## src/sv/hist_pkg.sv

```systemverilog
// Shared types, constants and helper functions for the 2D histogram block.
// Used by every module of the block; depends on nothing else.
package hist_pkg;

	localparam int MAX_BINS_X   = 64;
	localparam int MAX_BINS_Y   = 64;
	localparam int SAMPLE_WIDTH = 16;
	localparam int COUNT_WIDTH  = 24;
	localparam int ROW_W        = 6;
	localparam int COL_W        = 6;
	localparam int ADDR_W       = ROW_W + COL_W;
	localparam int STORE_DEPTH  = MAX_BINS_X * MAX_BINS_Y;
	localparam int FRAC_W       = 16;
	localparam int DVD_W        = COUNT_WIDTH + FRAC_W;
	localparam int DVS_W        = COUNT_WIDTH;
	localparam int STEP_W       = $clog2(DVD_W);
	localparam int BINREG_W     = 7;
	localparam int CFG_IDX_W    = 3;
	localparam int CFG_DATA_W   = SAMPLE_WIDTH;

	localparam logic [COUNT_WIDTH-1:0] COUNT_MAX = '1;
	localparam logic [COUNT_WIDTH-1:0] Q16_ONE   = COUNT_WIDTH'(65536);

	localparam logic [1:0] MODE_RAW  = 2'd0;
	localparam logic [1:0] MODE_PEAK = 2'd1;
	localparam logic [1:0] MODE_CDF  = 2'd2;
	localparam logic [1:0] DIM_TWO   = 2'd2;

	typedef enum logic [1:0] {
		OP_CLEAR = 2'd0,
		OP_ADD   = 2'd1,
		OP_FINAL = 2'd2,
		OP_READ  = 2'd3
	} op_t;

	typedef enum logic [CFG_IDX_W-1:0] {
		CFG_DIMENSIONS  = 3'd0,
		CFG_MIN_X       = 3'd1,
		CFG_MAX_X       = 3'd2,
		CFG_BINS_X      = 3'd3,
		CFG_MIN_Y       = 3'd4,
		CFG_MAX_Y       = 3'd5,
		CFG_BINS_Y      = 3'd6,
		CFG_OUTPUT_MODE = 3'd7
	} cfg_idx_t;

	typedef struct packed {
		op_t                            operation;
		logic signed [SAMPLE_WIDTH-1:0] sample_x;
		logic signed [SAMPLE_WIDTH-1:0] sample_y;
		logic [ROW_W-1:0]               read_row;
		logic [COL_W-1:0]               read_col;
	} in_item_t;

	typedef struct packed {
		logic [COUNT_WIDTH-1:0] selected_value;
		logic [COUNT_WIDTH-1:0] total_samples;
	} out_item_t;

	typedef enum logic [3:0] {
		CMD_NONE,
		CMD_LOAD,
		CMD_CLR_STEP,
		CMD_MUL_X,
		CMD_MUL_Y,
		CMD_DIV_START,
		CMD_BIN,
		CMD_ADD_RD,
		CMD_ADD_WR,
		CMD_FIN_RD,
		CMD_FIN_WR,
		CMD_RD_MEM,
		CMD_FRAC_START,
		CMD_OUT
	} dp_cmd_t;

	typedef struct packed {
		logic div_busy;
		logic sweep_last;
		logic two_dim;
	} dp_status_t;

	typedef enum logic [3:0] {
		ST_CLR,
		ST_IDLE,
		ST_MUL_X,
		ST_DIV_X,
		ST_WAIT_X,
		ST_MUL_Y,
		ST_DIV_Y,
		ST_WAIT_Y,
		ST_ADD_RD,
		ST_ADD_WR,
		ST_FIN_RD,
		ST_FIN_WR,
		ST_RD_MEM,
		ST_FRAC,
		ST_WAIT_F,
		ST_OUT
	} state_t;

	function automatic logic [COUNT_WIDTH-1:0] sat_add(input logic [COUNT_WIDTH-1:0] a,
		input logic [COUNT_WIDTH-1:0] b);
		logic [COUNT_WIDTH:0] s;
		s = {1'b0, a} + {1'b0, b};
		return s[COUNT_WIDTH] ? COUNT_MAX : s[COUNT_WIDTH-1:0];
	endfunction

	function automatic logic [BINREG_W-1:0] eff_bins(input logic [BINREG_W-1:0] r,
		input logic [BINREG_W-1:0] maxb);
		logic [BINREG_W-1:0] e;
		e = r;
		if (r == '0) begin
			e = BINREG_W'(1);
		end else if (r > maxb) begin
			e = maxb;
		end
		return e;
	endfunction

endpackage

```

## src/sv/hist_ctrl.sv

```systemverilog
// Controller state machine: sequences clear, add, finalize and read beats
// and owns the handshake flags. Uses hist_pkg; drives hist_dp by commands.
module hist_ctrl import hist_pkg::*; (
	input  logic       clk,
	input  logic       arst_n,
	input  logic       in_valid,
	input  op_t        in_op,
	output logic       in_ready,
	output logic       out_valid,
	input  logic       out_ready,
	input  dp_status_t status,
	output dp_cmd_t    cmd
);

	state_t state_q, state_d;
	logic   out_valid_q;

	always_ff @(posedge clk or negedge arst_n) begin
		if (!arst_n) begin
			state_q     <= ST_CLR;
			out_valid_q <= 1'b0;
		end else begin
			state_q <= state_d;
			if (cmd == CMD_OUT) begin
				out_valid_q <= 1'b1;
			end else if (out_ready) begin
				out_valid_q <= 1'b0;
			end
		end
	end

	always_comb begin
		state_d  = state_q;
		cmd      = CMD_NONE;
		in_ready = 1'b0;
		case (state_q)
			ST_CLR: begin
				cmd = CMD_CLR_STEP;
				if (status.sweep_last) begin
					state_d = ST_IDLE;
				end
			end
			ST_IDLE: begin
				in_ready = 1'b1;
				if (in_valid) begin
					cmd = CMD_LOAD;
					case (in_op)
						OP_CLEAR: state_d = ST_CLR;
						OP_ADD:   state_d = ST_MUL_X;
						OP_FINAL: state_d = ST_FIN_RD;
						OP_READ:  state_d = ST_RD_MEM;
						default:  state_d = ST_IDLE;
					endcase
				end
			end
			ST_MUL_X: begin
				cmd     = CMD_MUL_X;
				state_d = ST_DIV_X;
			end
			ST_DIV_X: begin
				cmd     = CMD_DIV_START;
				state_d = ST_WAIT_X;
			end
			ST_WAIT_X: begin
				if (!status.div_busy) begin
					cmd     = CMD_BIN;
					state_d = status.two_dim ? ST_MUL_Y : ST_ADD_RD;
				end
			end
			ST_MUL_Y: begin
				cmd     = CMD_MUL_Y;
				state_d = ST_DIV_Y;
			end
			ST_DIV_Y: begin
				cmd     = CMD_DIV_START;
				state_d = ST_WAIT_Y;
			end
			ST_WAIT_Y: begin
				if (!status.div_busy) begin
					cmd     = CMD_BIN;
					state_d = ST_ADD_RD;
				end
			end
			ST_ADD_RD: begin
				cmd     = CMD_ADD_RD;
				state_d = ST_ADD_WR;
			end
			ST_ADD_WR: begin
				cmd     = CMD_ADD_WR;
				state_d = ST_IDLE;
			end
			ST_FIN_RD: begin
				cmd     = CMD_FIN_RD;
				state_d = ST_FIN_WR;
			end
			ST_FIN_WR: begin
				cmd     = CMD_FIN_WR;
				state_d = status.sweep_last ? ST_IDLE : ST_FIN_RD;
			end
			ST_RD_MEM: begin
				cmd     = CMD_RD_MEM;
				state_d = ST_FRAC;
			end
			ST_FRAC: begin
				cmd     = CMD_FRAC_START;
				state_d = ST_WAIT_F;
			end
			ST_WAIT_F: begin
				if (!status.div_busy) begin
					state_d = ST_OUT;
				end
			end
			ST_OUT: begin
				if (!out_valid_q || out_ready) begin
					cmd     = CMD_OUT;
					state_d = ST_IDLE;
				end
			end
			default: state_d = ST_IDLE;
		endcase
	end

	assign out_valid = out_valid_q;

	a_idle_div_free: assert property (@(posedge clk) disable iff (!arst_n)
		in_ready |-> !status.div_busy)
		else $error("input taken while the divider is still busy");

	a_start_when_free: assert property (@(posedge clk) disable iff (!arst_n)
		(cmd == CMD_DIV_START || cmd == CMD_FRAC_START) |-> !status.div_busy)
		else $error("divider restarted mid-operation");

	a_out_loaded: assert property (@(posedge clk) disable iff (!arst_n)
		(cmd == CMD_OUT) |=> out_valid)
		else $error("result loaded but not presented");

	a_no_overwrite: assert property (@(posedge clk) disable iff (!arst_n)
		(cmd == CMD_OUT) |-> (!out_valid || out_ready))
		else $error("pending result overwritten");

endmodule

```

## config.mk

```make
export PLATFORM = sky130hd
export DESIGN_NAME = hist_ctrl
export DESIGN_NICKNAME = d
export VERILOG_FILES = /design/src/sv/hist_pkg.sv /design/src/sv/hist_ctrl.sv
export SDC_FILE = /design/constraint.sdc
export NUM_CORES = 1
export LEC_CHECK = 0
export BUFFER_PORTS_ARGS = -buffer_cell sky130_fd_sc_hd__buf_2
export CAP_MARGIN = 20
export CORE_MARGIN = 10
export CORE_UTILIZATION = 47
export CTS_CLUSTER_SIZE = 28
export DETAILED_ROUTE_END_ITERATION = 6
export GPL_ROUTABILITY_DRIVEN = 0
export PLACE_DENSITY = 0.86
export SKIP_LAST_GASP = 1
export SYNTH_ARGS = -nofsm -noshare
export SYNTH_HDL_FRONTEND = slang
export SYNTH_SLANG_ARGS = --single-unit
```

## constraint.sdc

```tcl
create_clock -name clk -period 1.4 [get_ports clk]
set_input_delay 0.07 -clock clk [delete_from_list [all_inputs] [get_ports clk]]
set_output_delay 0.07 -clock clk [all_outputs]
set_load 0.03 [all_outputs]
```

==> results.md <==
* Outcome: finished, violations left
* Violated checks: setup timing
* Leak at 0.485 nW
* Pint at 1.32 mW
* Ranking of synthesized cells by area: dfrtp_1 19%, a21oi_1 6.7%, nor2_1 6.2%
* Crit Path Category: reg -> reg
* Top-count cell post-synth: nor2_1
* Post-synth EDFFs at 0
* Worst path required time at around 1500 ps
* Slew margin rel. at 0.810
* P_sw at 1.24 mW
* Clk_lat worst skew at between 200 and 300 ps
* I/O pin total at 15
* Clk network pwr share at 0.069
* Final worst setup slack at -211 ps
* Fmax at 621 MHz
* Synth top area share at 0.187
* Final setup viols at 9
* Clk sinks at 5
* CTS Buf Count at 3
* Share of cells above drive strength 1 at 0.587
* Number of fill cells at 76
* Mapped Nets at 99
* Grt total ovfl at 0
* Clock Skew at 6.68 ps
* CTS H-tree depth at 1
* Starting DRT DRC Count at 26
* Dpl cells at about 120
* Antenna violations before repair at 0
* Avg Inst Size Synth at ~7.6 sq um
* Sequential standard cell area at 129 sq um
* Synth unique cells at 41
* Asr flop ratio synth at 1.00
* Worst-path clk slew at about 50 ps
* Setup TNS at -1370 ps
* PortBufs at 14
* CP Capture Type: register
* Seq pwr share at 0.104
* Largest area contributor in the netlist: dfrtp_1
* Comb pwr share at 0.827
* Endpoints failing hold at 0
* Die width at 57.8 um
* Mapped Area at 671 sq um
* Root buffer cell: clkbuf_4
* Worst slew pin tran at 282 ps
* Worst Setup Start Kind: register
* Vias in the first global route at 849
* Global-route wire length before repair at around 3900 um
* Total power at around 2.6 mW
* Ys Warns at 0
* Min-Delay Path Class: in -> reg
* Dpl ws at -114 ps
* Total wire length at between 2000 and 2500 um
* Layout area overhead at 57.8%
* TritonCTS clock tree: yes
* Crit path max fanout at 4
* Sw Ratio at 0.485
* Hpwl dp at 1550 um
* Post-synthesis sequential area ratio at 0.187
* Max rail drop VDD at approximately 1400 uV
* Antenna cells at 0
* Clock Path Buffers at 2
* Synthesized flop and latch total at 5
* Multi-input gate area at 568 sq um
* Unrepaired setup endpoints after global routing: yes
* Initial Utilization at 0.509
* Drt wl/cell at approximately 18 um
* Arr. time, crit path at 1730 ps
* GRT Total Usage at 0.141
* Die ar. at 3340 sq um
* Fin nets at 133
* Final antenna-violating net count at 0
* P per Cell Area at 2420 nW/um^2
* Hold Slack at 128 ps
* Via density at between 6 and 7
* Core Box Area at 1320 sq um
* # Max-Cap Violations at 0
* Routed vias at 832
* Ys flop type: dfrtp_1
* Die H at 57.8 um
* Synth top cells by count: 11 x nor2_1, 9 x a21oi_1, 8 x nand2_1
* Largest net degree at the start of global routing at 12
* Final non-filler cell total at 136
* # rows at 13
* Number of remaining DRC errors at 0
* Final slew viol count at 0
* Final worst path period share at 1.15
* Gate count after technology mapping at 88
* Pre-antenna DRT Iters at 4
* Final min period at roughly 1600 ps
==> registers in the layout, indices dropped and copies added (netlist names) <==
signal	count
out_valid	1
state_q	4
==> cell families (layout without fill, tap and decap cells) <==
family	Yosys count	after routing	synth area share
buffers and inverters	13	46	0.118
adders and majority gates	3	3	0.0541
and+or+nand+nor	33	33	0.243
DFF	5	5	0.187
AOI/OAI and AO/OA	32	32	0.364
xor gates and xnor gates	1	1	0.0131
muxes	1	1	0.0224
==> through the flow <==
step / cell area (sq um) / util
after floorplan: 692 / -
after global placement: 833 / 0.632
after detailed placement: 833 / 0.632
after CTS: 1000 / 0.759
after global routing: 1060 / 0.803
final: 1060 / 0.803
==> area by class of cell <==
class | count | area share
tap | 15 | 0.0177
inverter | 5 | 0.0177
clock inverter | 1 | 0.00473
sequential | 5 | 0.122
multi-input combinational | 70 | 0.537
clock buffer | 3 | 0.0213
timing repair buffer | 37 | 0.280
==> worst max-delay path: stages, from the launching register on <==
cell      delay, ps
dfrtp_1         410
buf_6           130
mux2_4          290
o32a_1          320
a21boi_4        170
o32a_1          170
==> power by group through the flow <==
stage	combinational [mW]	sequential, mW	clock [mW]
after CTS	1.90	0.257	0.174
after floorplan	1.18	0.232	0
after global routing	2.24	0.263	0.193
after detailed placement	1.52	0.265	0
after global placement	1.48	0.260	0
final	2.12	0.266	0.175
==> what timing repair did <==
item,CTS,global route
buffers inserted,6,1
hold endpoints to repair,5,0
hold buffers,1,0
pin swaps,8,7
gates resized for setup,27,13
endpoints found under the setup margin,9,9
==> layer usage <==
layer / global-route usage / share of wire / vias up
met5: 0 / 0 / -
met4: 0.0738 / 0.043 / 0
met3: 0.0218 / 0.082 / 12
met2: 0.241 / 0.48 / 60
met1: 0.163 / 0.40 / 376
li1: - / - / 384
==> layout by cell type (no fill, tap or decap), types with 2 or more instances in the layout <==
| cell | Yosys | layout |
|---|---|---|
| clkbuf_4 | 1 | 3 |
| ha_1 | 2 | 2 |
| inv_2 | 2 | 2 |
| dfrtp_2 | 0 | 3 |
| nor2_4 | 0 | 3 |
| a21oi_1 | 9 | 8 |
| o32a_1 | 2 | 2 |
| buf_2 | 3 | 10 |
| buf_6 | 2 | 9 |
| o32ai_2 | 0 | 2 |
| nor2_2 | 0 | 2 |
| nand2_1 | 8 | 7 |
| dfrtp_1 | 5 | 2 |
| and2_4 | 0 | 2 |
| nor2_1 | 11 | 6 |
| inv_1 | 3 | 3 |
| o21ai_0 | 4 | 4 |
| nor2b_4 | 0 | 2 |
| buf_4 | 2 | 16 |
==> final timing paths <==
check | start | end | slack (ps) | depth (start not counted)
max | state_q[0] | state_q[0] | -210 | 5
min | out_ready | out_valid | 130 | 3
max reg2reg | state_q[0] | state_q[0] | -210 | 5
min reg2reg | out_valid | out_valid | 700 | 2
max in group asynchronous | arst_n | out_valid | 1020 | 2
min in group asynchronous | arst_n | state_q[3] | 220 | 2
No activity file was read; power rests on OpenSTA's default activity.
